**src/hw/rtl/ptn_pkg.sv**
```systemverilog
`timescale 1ns / 1ps

package ptn_pkg;

  // Form length register
  localparam logic [6:0] FL_RESET = 7'd66;
  localparam logic [6:0] FL_MIN   = 7'd10;
  localparam logic [6:0] FL_MAX   = 7'd120;

  // Character codes
  localparam logic [7:0] CH_NUL = 8'h00;
  localparam logic [7:0] CH_TAB = 8'h09;
  localparam logic [7:0] CH_LF  = 8'h0A;
  localparam logic [7:0] CH_FF  = 8'h0C;
  localparam logic [7:0] CH_CR  = 8'h0D;
  localparam logic [7:0] CH_SP  = 8'h20;
  localparam logic [7:0] CH_QM  = 8'h3F;
  localparam logic [7:0] CH_DEL = 8'h7F;

  localparam int TDATA_W = 24;

  // What the back end has to do for one input byte.
  typedef enum logic [1:0] {
    CMD_TEXT,   // up to three literal characters
    CMD_TAB,    // a run of spaces
    CMD_FF      // pad to top of form
  } cmd_kind_t;

  typedef struct packed {
    logic            pfx_q;   // '?' first (broken UTF-8 sequence)
    cmd_kind_t       kind;
    logic [1:0]      len;     // characters used in CMD_TEXT
    logic [2:0][7:0] chars;   // chars[0] goes out first
  } ptn_cmd_t;

endpackage

```
**src/hw/rtl/ptn_front.sv**
```systemverilog
`timescale 1ns / 1ps

// Byte decoder: UTF-8 sequence tracking, CR/LF pairing, folding.
module ptn_front (
  input  logic              clk,
  input  logic              rst,
  input  logic              in_valid,
  output logic              in_ready,
  input  logic [7:0]        in_byte,
  input  logic              q_full,
  output logic              q_push,
  output ptn_pkg::ptn_cmd_t q_cmd
);

  logic [2:0] seq_need, seq_need_next;
  logic [2:0] seq_got, seq_got_next;
  logic       after_cr, after_cr_next;
  logic [7:0] seq_lead;
  logic [7:0] seq_b1;
  logic       lead_we, b1_we;
  logic       in_seq, bad, cont, eff_acr, accept, has_out;
  logic [2:0] got_inc;
  ptn_pkg::ptn_cmd_t cmd;

  function automatic logic [7:0] fold_latin1(input logic [7:0] c);
    logic [7:0] r;
    case (c) inside
      8'hA0: r = " ";
      8'hA1: r = "!";
      8'hA2: r = "c";
      8'hA3: r = "L";
      8'hA5: r = "Y";
      8'hA7: r = "S";
      8'hA9: r = "C";
      8'hAB, 8'hBB: r = 8'h22;
      8'hAE: r = "R";
      8'hB0: r = "o";
      8'hB1: r = "+";
      8'hB5: r = "u";
      8'hB7: r = ".";
      8'hC7: r = "C";
      8'hD0: r = "D";
      8'hD1: r = "N";
      8'hD7: r = "x";
      8'hD8: r = "O";
      8'hDD: r = "Y";
      8'hDF: r = "s";
      8'hE7: r = "c";
      8'hF0: r = "d";
      8'hF1: r = "n";
      8'hF7: r = "/";
      8'hF8: r = "o";
      8'hFD, 8'hFF: r = "y";
      [8'hC0:8'hC6]: r = "A";
      [8'hC8:8'hCB]: r = "E";
      [8'hCC:8'hCF]: r = "I";
      [8'hD2:8'hD6]: r = "O";
      [8'hD9:8'hDC]: r = "U";
      [8'hE0:8'hE6]: r = "a";
      [8'hE8:8'hEB]: r = "e";
      [8'hEC:8'hEF]: r = "i";
      [8'hF2:8'hF6]: r = "o";
      [8'hF9:8'hFC]: r = "u";
      default: r = ptn_pkg::CH_QM;
    endcase
    return r;
  endfunction

  assign in_seq   = (seq_need != 3'd0);
  assign bad      = in_seq && (in_byte[7:6] != 2'b10);
  assign cont     = in_seq && !bad;
  assign eff_acr  = after_cr && !bad;   // the '?' of a broken sequence clears it
  assign got_inc  = seq_got + 3'd1;
  assign in_ready = !q_full;
  assign accept   = in_valid && in_ready;

  always_comb begin
    cmd           = '0;
    cmd.kind      = ptn_pkg::CMD_TEXT;
    cmd.pfx_q     = bad;
    seq_need_next = seq_need;
    seq_got_next  = seq_got;
    after_cr_next = after_cr;
    lead_we       = 1'b0;
    b1_we         = 1'b0;
    if (cont) begin
      if (got_inc >= seq_need) begin
        // sequence complete: always one piece of text
        seq_need_next = 3'd0;
        seq_got_next  = 3'd0;
        after_cr_next = 1'b0;
        cmd.len       = 2'd1;
        cmd.chars[0]  = ptn_pkg::CH_QM;
        if (seq_got == 3'd1) begin
          if (seq_lead == 8'hC2) begin
            cmd.chars[0] = fold_latin1(in_byte);
          end else if (seq_lead == 8'hC3) begin
            cmd.chars[0] = fold_latin1(in_byte + 8'h40);
          end
        end else if (seq_got == 3'd2 && seq_lead == 8'hE2) begin
          if (seq_b1 == 8'h80) begin
            case (in_byte) inside
              8'h98, 8'h99: cmd.chars[0] = 8'h27;
              8'h9C, 8'h9D: cmd.chars[0] = 8'h22;
              8'h93: cmd.chars[0] = "-";
              8'h94: begin
                cmd.len   = 2'd2;
                cmd.chars = {8'h00, 8'h2D, 8'h2D};
              end
              8'hA6: begin
                cmd.len   = 2'd3;
                cmd.chars = {8'h2E, 8'h2E, 8'h2E};
              end
              8'hA2: cmd.chars[0] = "*";
              default: cmd.chars[0] = ptn_pkg::CH_QM;
            endcase
          end else if (seq_b1 == 8'h82 && in_byte == 8'hAC) begin
            cmd.len   = 2'd3;
            cmd.chars = {8'h52, 8'h55, 8'h45};   // "EUR", E first
          end
        end
      end else begin
        seq_got_next = got_inc;
        b1_we        = (seq_got == 3'd1);
      end
    end else begin
      if (bad) begin
        seq_need_next = 3'd0;
        seq_got_next  = 3'd0;
      end
      after_cr_next = eff_acr;
      case (in_byte) inside
        ptn_pkg::CH_TAB: begin
          cmd.kind      = ptn_pkg::CMD_TAB;
          after_cr_next = 1'b0;
        end
        ptn_pkg::CH_CR: begin
          cmd.len       = 2'd1;
          cmd.chars[0]  = ptn_pkg::CH_CR;
          after_cr_next = 1'b1;
        end
        ptn_pkg::CH_LF: begin
          if (eff_acr) begin
            cmd.len      = 2'd1;
            cmd.chars[0] = ptn_pkg::CH_LF;
          end else begin
            cmd.len      = 2'd2;
            cmd.chars[0] = ptn_pkg::CH_CR;
            cmd.chars[1] = ptn_pkg::CH_LF;
          end
          after_cr_next = 1'b1;
        end
        ptn_pkg::CH_FF: begin
          cmd.kind      = ptn_pkg::CMD_FF;
          after_cr_next = 1'b0;
        end
        ptn_pkg::CH_NUL: begin
        end
        [8'h01:8'h1F], ptn_pkg::CH_DEL: begin
          cmd.len       = 2'd1;
          cmd.chars[0]  = ptn_pkg::CH_QM;
          after_cr_next = 1'b0;
        end
        [8'h20:8'h7E]: begin
          cmd.len       = 2'd1;
          cmd.chars[0]  = in_byte;
          after_cr_next = 1'b0;
        end
        [8'hC0:8'hDF]: begin
          seq_need_next = 3'd2;
          seq_got_next  = 3'd1;
          lead_we       = 1'b1;
        end
        [8'hE0:8'hEF]: begin
          seq_need_next = 3'd3;
          seq_got_next  = 3'd1;
          lead_we       = 1'b1;
        end
        [8'hF0:8'hF7]: begin
          seq_need_next = 3'd4;
          seq_got_next  = 3'd1;
          lead_we       = 1'b1;
        end
        default: begin
          // stray continuation or invalid lead
          seq_need_next = 3'd0;
          seq_got_next  = 3'd0;
          cmd.len       = 2'd1;
          cmd.chars[0]  = ptn_pkg::CH_QM;
          after_cr_next = 1'b0;
        end
      endcase
    end
  end

  assign has_out = cmd.pfx_q || (cmd.kind != ptn_pkg::CMD_TEXT) || (cmd.len != 2'd0);
  assign q_push  = accept && has_out;
  assign q_cmd   = cmd;

  always_ff @(posedge clk) begin
    if (rst) begin
      seq_need <= 3'd0;
      seq_got  <= 3'd0;
      after_cr <= 1'b0;
    end else if (accept) begin
      seq_need <= seq_need_next;
      seq_got  <= seq_got_next;
      after_cr <= after_cr_next;
    end
  end

  always_ff @(posedge clk) begin
    if (accept && lead_we) begin
      seq_lead <= in_byte;
    end
    if (accept && b1_we) begin
      seq_b1 <= in_byte;
    end
  end

endmodule

```
**src/hw/rtl/ptn_queue.sv**
```systemverilog
`timescale 1ns / 1ps

// Small request queue in flops between front and back.
module ptn_queue #(
  parameter int DEPTH = 4
) (
  input  logic              clk,
  input  logic              rst,
  input  logic              push,
  input  ptn_pkg::ptn_cmd_t push_cmd,
  output logic              full,
  input  logic              pop,
  output logic              valid,
  output ptn_pkg::ptn_cmd_t head
);

  localparam int AW = (DEPTH > 1) ? $clog2(DEPTH) : 1;

  ptn_pkg::ptn_cmd_t store [DEPTH];
  logic [AW-1:0] wptr, rptr;
  logic [AW:0]   count;
  logic          do_push, do_pop;

  assign full    = (count == (AW+1)'(DEPTH));
  assign valid   = (count != '0);
  assign do_push = push && !full;
  assign do_pop  = pop && valid;
  assign head    = store[rptr];

  always_ff @(posedge clk) begin
    if (rst) begin
      wptr  <= '0;
      rptr  <= '0;
      count <= '0;
    end else begin
      if (do_push) begin
        wptr <= (wptr == AW'(DEPTH - 1)) ? '0 : wptr + 1'b1;
      end
      if (do_pop) begin
        rptr <= (rptr == AW'(DEPTH - 1)) ? '0 : rptr + 1'b1;
      end
      if (do_push && !do_pop) begin
        count <= count + 1'b1;
      end else if (do_pop && !do_push) begin
        count <= count - 1'b1;
      end
    end
  end

  always_ff @(posedge clk) begin
    if (do_push) begin
      store[wptr] <= push_cmd;
    end
  end

endmodule

```
**src/hw/rtl/ptn_back.sv**
```systemverilog
`timescale 1ns / 1ps

// Expands queued requests into output items, tracks line on page.
module ptn_back #(
  parameter int TAB_SPACES = 8
) (
  input  logic              clk,
  input  logic              rst,
  input  logic [6:0]        page_len,
  input  logic              q_valid,
  input  ptn_pkg::ptn_cmd_t q_cmd,
  output logic              q_pop,
  output logic              m_axis_tvalid,
  input  logic              m_axis_tready,
  output logic [ptn_pkg::TDATA_W-1:0] m_axis_tdata,
  output logic              m_axis_tlast
);

  localparam int IDX_W = (TAB_SPACES > 4) ? $clog2(TAB_SPACES) : 2;

  logic [IDX_W-1:0] idx;
  logic             pfx_done;
  logic [6:0]       line_count, line_next;
  logic [7:0]       line_inc;
  logic             ff_go, body_empty, pfx_pend;
  logic             emit, fire, load_ok, item_last;
  logic [7:0]       item_byte;
  logic [6:0]       item_pairs;

  assign load_ok    = !m_axis_tvalid || m_axis_tready;
  assign ff_go      = (line_count != 7'd0) && (line_count < page_len);
  assign body_empty = ((q_cmd.kind == ptn_pkg::CMD_TEXT) && (q_cmd.len == 2'd0)) ||
                      ((q_cmd.kind == ptn_pkg::CMD_FF) && !ff_go);
  assign pfx_pend   = q_cmd.pfx_q && !pfx_done;
  assign line_inc   = {1'b0, line_count} + 8'd1;

  always_comb begin
    emit       = 1'b0;
    item_byte  = ptn_pkg::CH_QM;
    item_pairs = 7'd0;
    item_last  = 1'b0;
    line_next  = line_count;
    if (q_valid) begin
      if (pfx_pend) begin
        emit      = 1'b1;
        item_last = body_empty;
      end else if (!body_empty) begin
        emit = 1'b1;
        case (q_cmd.kind)
          ptn_pkg::CMD_TEXT: begin
            item_byte = q_cmd.chars[idx[1:0]];
            item_last = (idx == IDX_W'(q_cmd.len - 2'd1));
            if (item_byte == ptn_pkg::CH_LF) begin
              line_next = (line_inc >= {1'b0, page_len}) ? 7'd0 : line_inc[6:0];
            end
          end
          ptn_pkg::CMD_TAB: begin
            item_byte = ptn_pkg::CH_SP;
            item_last = (idx == IDX_W'(TAB_SPACES - 1));
          end
          ptn_pkg::CMD_FF: begin
            item_byte  = ptn_pkg::CH_NUL;
            item_pairs = page_len - line_count;
            item_last  = 1'b1;
            line_next  = 7'd0;
          end
          default: begin
            item_last = 1'b1;
          end
        endcase
      end
    end
  end

  assign fire  = emit && load_ok;
  // a request that yields nothing (form feed at top of form, or with the line at or past page_len) leaves at once
  assign q_pop = q_valid && ((fire && item_last) || (!pfx_pend && body_empty));

  always_ff @(posedge clk) begin
    if (rst) begin
      m_axis_tvalid <= 1'b0;
      line_count    <= 7'd0;
      idx           <= '0;
      pfx_done      <= 1'b0;
    end else begin
      if (load_ok) begin
        m_axis_tvalid <= emit;
      end
      if (fire) begin
        line_count <= line_next;
      end
      if (q_pop) begin
        idx      <= '0;
        pfx_done <= 1'b0;
      end else if (fire) begin
        if (pfx_pend) begin
          pfx_done <= 1'b1;
        end else begin
          idx <= idx + 1'b1;
        end
      end
    end
  end

  always_ff @(posedge clk) begin
    if (fire) begin
      m_axis_tdata <= {(ptn_pkg::TDATA_W - 22)'(0), line_next, item_pairs, item_byte};
      m_axis_tlast <= item_last;
    end
  end

endmodule

```
**src/hw/rtl/printer_text_normalizer.sv**
```systemverilog
`timescale 1ns / 1ps

// Printer text normalizer. Takes one host text byte per request on s_axis and
// sends printer-safe ASCII on m_axis, keeping count of the line on the page.
// Tab expands to TAB_SPACES spaces, an LF that follows neither CR nor LF gets
// a CR in front, other controls and DEL print as '?', NUL is dropped, and
// UTF-8 two- and three-byte sequences fold to plain ASCII ('?' if unknown). A
// form feed comes out as a single pad item whose pad_pairs field gives the
// number of CR LF pairs to reach top of form; none is sent at top of form or
// when the line already lies at or past the page length. tlast marks the last
// item caused by one input byte; bytes that cause nothing (NUL, lead and inner
// UTF-8 bytes) give no item. Throughput, while m_axis_tready is high: one
// output item per clock, and the front end takes one byte per clock while the
// 4-entry request queue has room, so plain text runs at one byte per cycle. A
// byte that expands into several items holds the back end until all are out
// (up to TAB_SPACES + 1 items for a tab after a broken sequence); the queue
// absorbs short bursts, after that s_axis_tready drops. The page length
// resets to 66; a write outside 10..120 is ignored. Write it only while idle.
module printer_text_normalizer #(
  parameter int TAB_SPACES = 8   // 1..16
) (
  input  logic        clk,
  input  logic        rst,
  // config
  input  logic        cfg_we,
  input  logic [6:0]  cfg_wdata,       // page length
  // input stream
  input  logic        s_axis_tvalid,
  output logic        s_axis_tready,
  input  logic [7:0]  s_axis_tdata,    // [7:0] in_byte
  // output stream
  output logic        m_axis_tvalid,
  input  logic        m_axis_tready,
  output logic [23:0] m_axis_tdata,    // [7:0] out_byte, [14:8] pad_pairs,
                                       // [21:15] line_now, [23:22] zero
  output logic        m_axis_tlast     // last
);

  logic              page_len_ok;
  logic [6:0]        page_len;
  logic              q_full, q_push, q_pop, q_valid;
  ptn_pkg::ptn_cmd_t q_in, q_head;

  assign page_len_ok = (cfg_wdata >= ptn_pkg::FL_MIN) && (cfg_wdata <= ptn_pkg::FL_MAX);

  always_ff @(posedge clk) begin
    if (rst) begin
      page_len <= ptn_pkg::FL_RESET;
    end else if (cfg_we && page_len_ok) begin
      page_len <= cfg_wdata;
    end
  end

  // Front end: decodes each byte into one request (or none).
  ptn_front u_front (
    .clk      (clk),
    .rst      (rst),
    .in_valid (s_axis_tvalid),
    .in_ready (s_axis_tready),
    .in_byte  (s_axis_tdata),
    .q_full   (q_full),
    .q_push   (q_push),
    .q_cmd    (q_in)
  );

  // Request queue decouples decode from expansion.
  ptn_queue #(
    .DEPTH (4)
  ) u_queue (
    .clk      (clk),
    .rst      (rst),
    .push     (q_push),
    .push_cmd (q_in),
    .full     (q_full),
    .pop      (q_pop),
    .valid    (q_valid),
    .head     (q_head)
  );

  // Back end: one output item per cycle while m_axis_tready allows, into a registered output stage.
  ptn_back #(
    .TAB_SPACES (TAB_SPACES)
  ) u_back (
    .clk           (clk),
    .rst           (rst),
    .page_len      (page_len),
    .q_valid       (q_valid),
    .q_cmd         (q_head),
    .q_pop         (q_pop),
    .m_axis_tvalid (m_axis_tvalid),
    .m_axis_tready (m_axis_tready),
    .m_axis_tdata  (m_axis_tdata),
    .m_axis_tlast  (m_axis_tlast)
  );

endmodule

```
**config.mk**
```make
export PLATFORM = sky130hd
export DESIGN_NAME = printer_text_normalizer
export DESIGN_NICKNAME = d
export VERILOG_FILES = /design/src/hw/rtl/ptn_pkg.sv /design/src/hw/rtl/ptn_front.sv /design/src/hw/rtl/ptn_queue.sv /design/src/hw/rtl/ptn_back.sv /design/src/hw/rtl/printer_text_normalizer.sv
export SDC_FILE = /design/constraint.sdc
export NUM_CORES = 1
export LEC_CHECK = 0
export ABC_AREA = 1
export BUFFER_PORTS_ARGS = -buffer_cell sky130_fd_sc_hd__buf_4
export CAP_MARGIN = 20
export CORE_MARGIN = 3
export CORE_UTILIZATION = 58
export DETAILED_ROUTE_END_ITERATION = 8
export MAX_ROUTING_LAYER = met4
export PLACE_DENSITY = 0.8
export SLEW_MARGIN = 25
export SYNTH_ARGS = -nofsm -noshare
export SYNTH_HDL_FRONTEND = slang
export SYNTH_SLANG_ARGS = --single-unit
```
**constraint.sdc**
```tcl
create_clock -name clk -period 4.4 [get_ports clk]
set_input_delay 0.44 -clock clk [delete_from_list [all_inputs] [get_ports clk]]
set_output_delay 0.44 -clock clk [all_outputs]
set_load 0.005 [all_outputs]
```
After elaboration in Yosys (flattened, before gate mapping)
Memories as Yosys holds them, arrays and structs flattened. A register that Yosys moved wholly into a read port is not among the register bits.
Cells that the tools add are included.
{ "classes": {"bitwise_logic": 3, "mux": 200, "n_reduce_logical": 83, "eq_ne": 86, "add_sub_neg": 10, "magnitude_cmp": 53} }
{ "ops": {"columns": ["cell", "count"], "rows": [
  ["$mux W8", 88],
  ["$eq A8 B8 Y1 const B", 69],
  ["$le A8 B8 Y1 const B", 22],
  ["$ge A8 B8 Y1 const B", 21],
  ["$mux W18", 6],
  ["$mux W26", 4],
  ["$mux W3", 28],
  ["$mux W7", 11],
  ["$logic_and A1 B1 Y1", 48],
  ["$eq A8 B4 Y1 const B", 5],
  ["$mux W2", 20],
  ["$mux W1", 35],
  ["$pmux W8 S3", 1],
  ["$bmux W8 S2", 1],
  ["$mux W16", 1],
  ["$reduce_or A2 Y1", 8],
  ["$pmux W7 S2", 1],
  ["$add A3 B1 Y3 const B", 3],
  ["$add A7 B1 Y8 const B", 1],
  ["$add A8 B7 Y8 const B", 1],
  ["$eq A8 B7 Y1 const B", 1],
  ["$ge A8 B1 Y1 const B", 1],
  ["$ge A8 B6 Y1 const B", 1],
  ["$ge A8 B7 Y1", 1],
  ["other kinds (33)", 57]
]} }
{ "totals": {"memories": 1, "ff_bits": 72, "output_inout_bits": 27, "ramBits": 116, "wordCells": 453, "input_bits": 20} }
{ "mem_list": {"columns": ["memory", "words", "width", "read_ports", "rd_clocked_by_memory_dff", "wr", "line_no", "source"], "rows": [
  ["u_queue.store", 4, 29, 1, 1, 1, "ptn_queue.sv:19", "ptn_pkg::ptn_cmd_t store [DEPTH];"]
]} }

Logic depth before layout (Yosys ltp)
Gate-level depths: netlist of run 1.
{ "depth": {"depth_word": 52, "mapped_depth": 27, "ltp_nobuf": 24} }

By module
A second synthesis of run 1 with hierarchy kept.
{ "unflattened": {"hier_cells": 1509, "area_unflattened_um2": 12100.4} }
{ "modules_own_cells": {"columns": ["mod", "n_inst", "cells_per_inst", "area_per_inst_um2", "seq_area_each_um2"], "rows": [
  ["ptn_queue", 1, 351, 5111.2, 3663.5],
  ["ptn_front", 1, 719, 3921.3, 620.6],
  ["ptn_back", 1, 383, 2702.6, 930.9],
  ["printer_text_normalizer", 1, 56, 365.4, 140.1]
]} }

Least setup slack after synthesis of run 1
Ideal clock, no wire load.
{ "synth_path": {"path_type": "register to register", "from": "register u_front.seq_got[0]", "to": "memory u_queue.store[0][0] (netlist name), enable pin", "path_stages_with_launch": 15, "n_path_buf": 0, "synth_period_minus_slack_ns": 3.464, "required_ns": 4.001, "arrival_ns": 3.065, "slack_ns": 0.936, "setup_time_ns": 0.399, "cell_sequence": "dfxtp_1 > inv_1 > ha_1 > inv_1 > ha_1 > nand2_1 > o211ai_1 > nand2_1 > nor3_4 > nand2_4 > nand3_2 > nor3_4 > nor2_4 > inv_2 > nor2_1"} }
{ "synth_lines": {"columns": ["element", "line_no", "source"], "rows": [
  ["start, declared", "ptn_front.sv:16", "logic [2:0] seq_got, seq_got_next;"],
  ["start signal, assigned", "ptn_front.sv:207", "seq_got <= seq_got_next;"],
  ["end, declared", "ptn_queue.sv:19", null]
]} }

==> results.sh, run 1 <==
export IMPL_cts_sinks=158
export IMPL_cts_hold_fix_buffers=0
export IMPL_cellLeakagePower_nw=4.85
export IMPL_worstHoldPathCells=3
export IMPL_critical_path_endpoint_type="flop"
export IMPL_setup_reg_to_reg_worst_slack_ns=0.63
export IMPL_globalRoute_totalOverflow=0
export IMPL_maxSlewViolCount=0
export IMPL_ys_dominant_reg_cell="sky130_fd_sc_hd__edfxtp_1"
export IMPL_dieArea_mm2=0.0187
export IMPL_maximum_number_of_pins_on_one_net_before_global_route_repair=33
export IMPL_arrival_time_reported_for_the_critical_path_endpoint_ns=4.07
export IMPL_grt_setup_unrepaired="false"
export IMPL_min_period_over_period_pct=85.6
export IMPL_ys_warnings_count=0
export IMPL_syn_to_final_growth_pct=11.4
export IMPL_antenna_diode_count=0
export IMPL_layout_cells_non_filler=1524
export IMPL_synth_edff_count=123
export IMPL_clock_latency_ns=0.43
export IMPL_critical_path_class="reg -> reg"
export IMPL_synth_most_common_cell="sky130_fd_sc_hd__nand2_1"
export IMPL_drv_cap=0
export IMPL_worst_setup_path_start_kind="flop"
export IMPL_critPathRequiredTime_ns=4.70
export IMPL_post_cts_buffers=0
export IMPL_holdWs_ns=0.262
export IMPL_synthTopCellsByCount="sky130_fd_sc_hd__nand2_1 (285), sky130_fd_sc_hd__nor2_1 (185), sky130_fd_sc_hd__inv_1 (134)"
export IMPL_grt_pass1_wl_um=43300
export IMPL_floorplan_core_area_mm2=0.0166
export IMPL_port_buffer_count=44
export IMPL_hold_class="in -> reg"
export IMPL_syn_inst=1239
export IMPL_drt_first_pass_iters=6
export IMPL_groute_usage_overall_pct=31.4
export IMPL_netlist_area_mm2=0.00991
export IMPL_num_rows=47
export IMPL_clk_root_buffer_cell="sky130_fd_sc_hd__clkbuf_16"
export IMPL_place_detailed_hpwl_um=21000
export IMPL_report_final_hold_viol_count=0
export IMPL_postRouteAntennaNets=0
export IMPL_whs_endpoint="page_len[1]$_SDFFE_PP1P_"
export IMPL_nets=1354
export IMPL_tightestPinTransition_ns=0.637
export IMPL_netlist_top_cells_area="sky130_fd_sc_hd__edfxtp_1 (37%), sky130_fd_sc_hd__nand2_1 (11%), sky130_fd_sc_hd__dfxtp_1 (7.1%)"
export IMPL_clock_fmax_ghz=0.265
export IMPL_postLayoutCoreUtil_pct=66.4
export IMPL_synth_async_reset_ratio_pct=0
export IMPL_dr_total_vias=8823
export IMPL_number_of_antenna_violations_at_the_first_check_in_global_routing=0
export IMPL_die_height_um=137
export IMPL_numPlacedInstances=1492
export IMPL_clkSlewWorstSetupHoldPaths_ns=0.07
export IMPL_routed_wl_um=28100
export IMPL_reg2reg_path_depth=19
export IMPL_timing_critical_path_fanout_max=6
export IMPL_gp_congestion=1.06
export IMPL_cts_buffers=17
export IMPL_cts_repair_resized_insts=0
export IMPL_clk_path_buf_depth=2
export IMPL_cts_htree_levels=4
export IMPL_worstReg2RegStart="u_front.seq_got[0]$_SDFFE_PP0P_"
export IMPL_initial_standard_cell_utilization_of_the_core_pct=59.6
export IMPL_detail_route_vias_per_cell=5.79
export IMPL_maxSlewHeadroom_pct=56.9
export IMPL_power_density_mw_per_mm2=524
export IMPL_total_power_mw=5.78
export IMPL_wl_per_cell_um=18.5
export IMPL_synthesized_flop_and_latch_total=158
export IMPL_drc=0
export IMPL_synth_cell_types=61
export IMPL_min_period_ns=3.77
export IMPL_irDropWorstVdd_mv=0.477
export IMPL_drtIter0Drc=807
export IMPL_setup_total_negative_slack_ns=0
export IMPL_regToRegEndpoint="u_queue.count[2]$_SDFFE_PP0P_"
export IMPL_die_x_um=137
export IMPL_fillers=1400
export IMPL_sequential_fraction_of_the_synthesis_area_pct=44.3
export IMPL_avgSynthCellArea_um2=8.00
export IMPL_synthDominantCellAreaShare_pct=37.3
export IMPL_synthDominantAreaCellType="sky130_fd_sc_hd__edfxtp_1"
export IMPL_cts_tree="done"
export IMPL_proportion_of_layout_cells_with_a_drive_suffix_above_1_pct=13.3
export IMPL_setup_violations_final=0
export IMPL_skew_ns=0.0112
export IMPL_worst_hold_startpoint="cfg_wdata[1]"
export IMPL_outcome="completed"
export IMPL_vias_in_the_first_global_route=8247
export IMPL_io_pins=47
[registers in the layout, indices dropped and copies added, names as in the netlist, named ones only]
signal and flops:
page_len 7, u_back.idx 3, u_back.line_count 7, u_back.m_axis_tdata 22
u_back.m_axis_tlast 1, u_back.m_axis_tvalid 1, u_back.pfx_done 1, u_front.after_cr 1
u_front.seq_b1 8, u_front.seq_got 3, u_front.seq_lead 8, u_front.seq_need 3
u_queue.count 3, u_queue.rptr 2, u_queue.store 84, u_queue.wptr 2
[critical path: stages (launching register included)]
cell	delay [ns]
sky130_fd_sc_hd__dfxtp_1	0.41
sky130_fd_sc_hd__inv_1	0.13
sky130_fd_sc_hd__ha_1	0.29
sky130_fd_sc_hd__inv_1	0.05
sky130_fd_sc_hd__ha_1	0.29
sky130_fd_sc_hd__nand2_1	0.05
sky130_fd_sc_hd__o211ai_1	0.30
sky130_fd_sc_hd__nand2_1	0.22
sky130_fd_sc_hd__inv_1	0.19
sky130_fd_sc_hd__nand2_1	0.18
sky130_fd_sc_hd__nand3_2	0.19
sky130_fd_sc_hd__nor3_4	0.07
sky130_fd_sc_hd__nor2_4	0.13
sky130_fd_sc_hd__ha_1	0.17
sky130_fd_sc_hd__inv_1	0.07
sky130_fd_sc_hd__fa_1	0.38
sky130_fd_sc_hd__a21oi_1	0.15
sky130_fd_sc_hd__o21ai_0	0.12
sky130_fd_sc_hd__o21ai_0	0.21
sky130_fd_sc_hd__a21oi_1	0.06
[worst max-delay path by stage]
| stage | to | startpoint | cells after the start |
|---|---|---|---|
| 6_report | u_queue.count[2]$_SDFFE_PP0P_ | u_front.seq_got[0]$_SDFFE_PP0P_ | 19 |
| 2_1_floorplan | u_queue.store[0][0]$_DFFE_PP_ | u_front.seq_got[0]$_SDFFE_PP0P_ | 14 |
| 5_1_grt | u_queue.count[2]$_SDFFE_PP0P_ | u_front.seq_got[0]$_SDFFE_PP0P_ | 19 |
| 3_5_place_dp | u_queue.count[2]$_SDFFE_PP0P_ | s_axis_tdata[6] | 20 |
| 3_3_place_gp | u_queue.count[2]$_SDFFE_PP0P_ | s_axis_tdata[6] | 20 |
| 4_1_cts | u_queue.count[2]$_SDFFE_PP0P_ | u_front.seq_got[0]$_SDFFE_PP0P_ | 19 |
[cells in the final DEF (no fill, tap or decap), drive strengths merged, types with 7 or more instances in the layout]
cell type,synthesis,layout
nand2,305,305
dfxtp,35,35
nand4,24,24
edfxtp,123,123
nor3,32,32
inv,155,161
nor4,7,7
clkbuf,7,17
xor2,12,12
nand3,54,54
ha,41,41
o22ai,19,19
buf,19,54
o21ai,92,92
nor2,207,207
a21oi,62,62
clkinv,2,9
[logic make-up (layout without fill, tap and decap cells)]
family	after synthesis	count (layout)	synth area share [%]
DFF	158	158	44.3
xor gates and xnor gates	12	12	1.06
other	1	6	0.0378
buffers and inverters	183	243	7.90
and+or+nand+nor	644	644	29.8
adders and majority gates	43	43	5.58
AOI/OAI and AO/OA	198	198	11.3
[cell type report]
| cell class | instances | area, µm² | share of cell area (%) |
|---|---|---|---|
| well taps | 220 | 275 | 2.49 |
| clock buffers | 17 | 425 | 3.85 |
| repair buffers | 54 | 405 | 3.67 |
| inverters | 157 | 611 | 5.53 |
| flip-flops and latches | 158 | 4390 | 39.8 |
| multi-input cells | 903 | 4760 | 43.1 |
| clock inverters | 15 | 169 | 1.53 |
[per-layer routing]
layer | GRT usage [%] | wire length, µm
met1 | 37.2 | 10900
met2 | 52.8 | 14200
met5 | - | 0
met4 | 14.3 | 1150
met3 | 4.82 | 1900
[where the power goes]
group | total (mW) | internal [mW] | switching (mW)
Combinational | 2.22 | 0.774 | 1.45
Clock | 1.43 | 0.761 | 0.672
Sequential | 2.13 | 1.97 | 0.156
[metrics by stage]
step	area, µm²	worst slack (ns)
5_1_grt	11000	0.244
4_1_cts	11000	0.698
6_report	11000	0.632
3_3_place_gp	10500	0.750
2_1_floorplan	9930	0.936
3_5_place_dp	10500	0.676
(Power assumes the default switching activity.)
==> run 2, diff against run 1 <==
Settings changed: PLACE_DENSITY 0.8 to 0.78.
==> run 2 against run 1 <==
Against the previous run: critical path depth did not move; first-iteration DRC count shrank 23%; clock power about the same; maximum frequency increased by 0.16%; combinational power down 2%; critical path type unchanged.
==> results.sh, run 2 (synthesized netlist as in run 1, its figures left out) <==
export IMPL_groute_usage_overall_pct=29.2
export IMPL_number_of_antenna_violations_at_the_first_check_in_global_routing=0
export IMPL_post_cts_buffers=0
export IMPL_io_pins=47
export IMPL_maxSlewHeadroom_pct=41.1
export IMPL_postRouteAntennaNets=0
export IMPL_dr_total_vias=8680
export IMPL_holdWs_ns=0.237
export IMPL_skew_ns=0.0139
export IMPL_crit_family="adder cells"
export IMPL_clock_fmax_ghz=0.266
export IMPL_critPathRequiredTime_ns=4.71
export IMPL_critical_path_cell_sequence="inv_1, ha_1, inv_1, ha_1, nand2_1, o211ai_1, nand2_1, inv_1, nand2_1, nand3_2, nor3_4, nor2_4, ha_1, inv_1, fa_1, a21oi_1, o21ai_0, o21ai_0, a21oi_1"
export IMPL_setup_violations_final=0
export IMPL_proportion_of_layout_cells_with_a_drive_suffix_above_1_pct=13.3
export IMPL_dieArea_mm2=0.0187
export IMPL_min_period_ns=3.76
export IMPL_power_frac_clock_pct=24.7
export IMPL_largest_register_ff_count=84
export IMPL_drt_first_pass_iters=8
export IMPL_hold_class="in -> reg"
export IMPL_critical_path_class="reg -> reg"
export IMPL_layout_cells_most_common_list="sky130_fd_sc_hd__nand2_1 (285), sky130_fd_sc_hd__nor2_1 (181), sky130_fd_sc_hd__inv_1 (134)"
export IMPL_globalRoute_totalOverflow=0
export IMPL_power_switching_mw=2.21
export IMPL_initial_standard_cell_utilization_of_the_core_pct=59.6
export IMPL_cts_htree_levels=4
export IMPL_layout_commonest_cell="sky130_fd_sc_hd__nand2_1"
export IMPL_grt_setup_unrepaired="false"
export IMPL_placedInstanceArea_mm2=0.0105
export IMPL_timing_critical_path_fanout_max=6
export IMPL_grt_pass1_wl_um=41200
export IMPL_clk_root_buffer_cell="sky130_fd_sc_hd__clkbuf_16"
export IMPL_nets=1354
export IMPL_seq_power_share_pct=37.0
export IMPL_outcome="completed"
export IMPL_drv_cap=0
export IMPL_layout_cells_non_filler=1524
export IMPL_pre_cts_slack_ns=0.639
export IMPL_p_sw_share_pct=38.8
export IMPL_postLayoutSetupSlackWorst_ns=0.638
export IMPL_tightestPinTransition_ns=0.875
export IMPL_clk_path_buf_depth=2
export IMPL_detail_route_vias_per_cell=5.70
export IMPL_maximum_number_of_pins_on_one_net_before_global_route_repair=37
export IMPL_min_period_over_period_pct=85.5
export IMPL_cts_repair_resized_insts=0
export IMPL_die_height_um=137
export IMPL_die_x_um=137
export IMPL_cpMostUsedCell="sky130_fd_sc_hd__inv_1"
export IMPL_gp_congestion=0.964
export IMPL_numPlacedInstances=1492
export IMPL_setup_total_negative_slack_ns=0
export IMPL_total_power_mw=5.71
export IMPL_port_buffer_count=44
export IMPL_floorplan_core_area_mm2=0.0166
export IMPL_cts_sinks=158
export IMPL_drtIter0Drc=621
export IMPL_crit_slowest_cell="sky130_fd_sc_hd__dfxtp_1"
export IMPL_report_final_hold_viol_count=0
export IMPL_clkSlewWorstSetupHoldPaths_ns=0.07
export IMPL_internal_power_mw=3.49
export IMPL_worstPathBufferInverterCount=4
export IMPL_postLayoutCoreUtil_pct=66.2
export IMPL_cts_buffers=17
export IMPL_place_detailed_hpwl_um=19300
export IMPL_cts_hold_fix_buffers=0
export IMPL_vias_in_the_first_global_route=8269
export IMPL_irDropWorstVdd_mv=0.367
export IMPL_critical_path_endpoint_type="flop"
export IMPL_wl_per_cell_um=16.9
export IMPL_antenna_diode_count=0
export IMPL_power_density_mw_per_mm2=518
export IMPL_syn_to_final_growth_pct=11.2
export IMPL_cp_slowest_stage_delay_ns=0.39
export IMPL_finish_instance_area_mm2=0.0110
export IMPL_biggestRegsByFlops="u_queue.store x84, u_back.m_axis_tdata x22"
export IMPL_routed_wl_um=25800
export IMPL_drc=0
export IMPL_cellLeakagePower_nw=4.83
export IMPL_maxSlewViolCount=0
export IMPL_clock_latency_ns=0.44
export IMPL_power_combinational_fraction_pct=38.3
export IMPL_cts_tree="done"
export IMPL_worst_setup_path_start_kind="flop"
export IMPL_largest_register_by_flop_count="u_queue.store"
export IMPL_arrival_time_reported_for_the_critical_path_endpoint_ns=4.07
export IMPL_num_rows=47
-- run 2: cell count changes in the layout (fill, tap and decap cells not counted) --
| cell | previous run | this run |
|---|---|---|
| sky130_fd_sc_hd__inv_6 | 3 | 7 |
| sky130_fd_sc_hd__clkinv_4 | 3 | 0 |
| sky130_fd_sc_hd__clkinv_8 | 4 | 1 |
| sky130_fd_sc_hd__clkinvlp_4 | 2 | 4 |
-- run 2: power groups by stage --
stage          clock [mW]  combinational [mW]  sequential, mW
2_1_floorplan           0                1.52            2.13
3_3_place_gp            0                2.09            2.13
3_5_place_dp            0                2.15            2.14
4_1_cts              1.42                2.17            2.11
5_1_grt              1.48                2.48            2.14
6_report             1.41                2.18            2.11
-- run 2: area by class of cell --
cell class | instances | area [µm²]
clock buffers | 17 | 425
clock inverters | 15 | 144
fillers | 1438 | 5620
inverters | 157 | 611
multi-input cells | 903 | 4760
flip-flops and latches | 158 | 4390
well taps | 220 | 275
repair buffers | 54 | 405
-- run 2: worst register-to-register path: stages (launching register included) --
cell,delay [ns]
sky130_fd_sc_hd__dfxtp_1,0.39
sky130_fd_sc_hd__inv_1,0.12
sky130_fd_sc_hd__ha_1,0.30
sky130_fd_sc_hd__inv_1,0.05
sky130_fd_sc_hd__ha_1,0.29
sky130_fd_sc_hd__nand2_1,0.05
sky130_fd_sc_hd__o211ai_1,0.26
sky130_fd_sc_hd__nand2_1,0.24
sky130_fd_sc_hd__inv_1,0.17
sky130_fd_sc_hd__nand2_1,0.19
sky130_fd_sc_hd__nand3_2,0.20
sky130_fd_sc_hd__nor3_4,0.07
sky130_fd_sc_hd__nor2_4,0.12
sky130_fd_sc_hd__ha_1,0.16
sky130_fd_sc_hd__inv_1,0.07
sky130_fd_sc_hd__fa_1,0.39
sky130_fd_sc_hd__a21oi_1,0.16
sky130_fd_sc_hd__o21ai_0,0.14
sky130_fd_sc_hd__o21ai_0,0.21
sky130_fd_sc_hd__a21oi_1,0.06
-- run 2: layer usage --
metal	GRT usage, %	vias to the layer above	share of wire [%]
li1	-	4266	-
met1	34.3	3974	40
met2	48.8	354	49
met3	3.60	86	6.5
met4	16.0	0	4.7
met5	-	-	0
-- run 2: final timing paths --
kind              slack (ns)                             from  depth (start not counted)                             to
hold / removal          0.24                     cfg_wdata[1]                          3       page_len[1]$_SDFFE_PP1P_
setup reg to reg        0.64  u_front.seq_got[0]$_SDFFE_PP0P_                         19  u_queue.count[2]$_SDFFE_PP0P_
setup / recovery        0.64  u_front.seq_got[0]$_SDFFE_PP0P_                         19  u_queue.count[2]$_SDFFE_PP0P_
hold reg to reg         0.45     u_back.pfx_done$_SDFFE_PP0P_                          2   u_back.pfx_done$_SDFFE_PP0P_
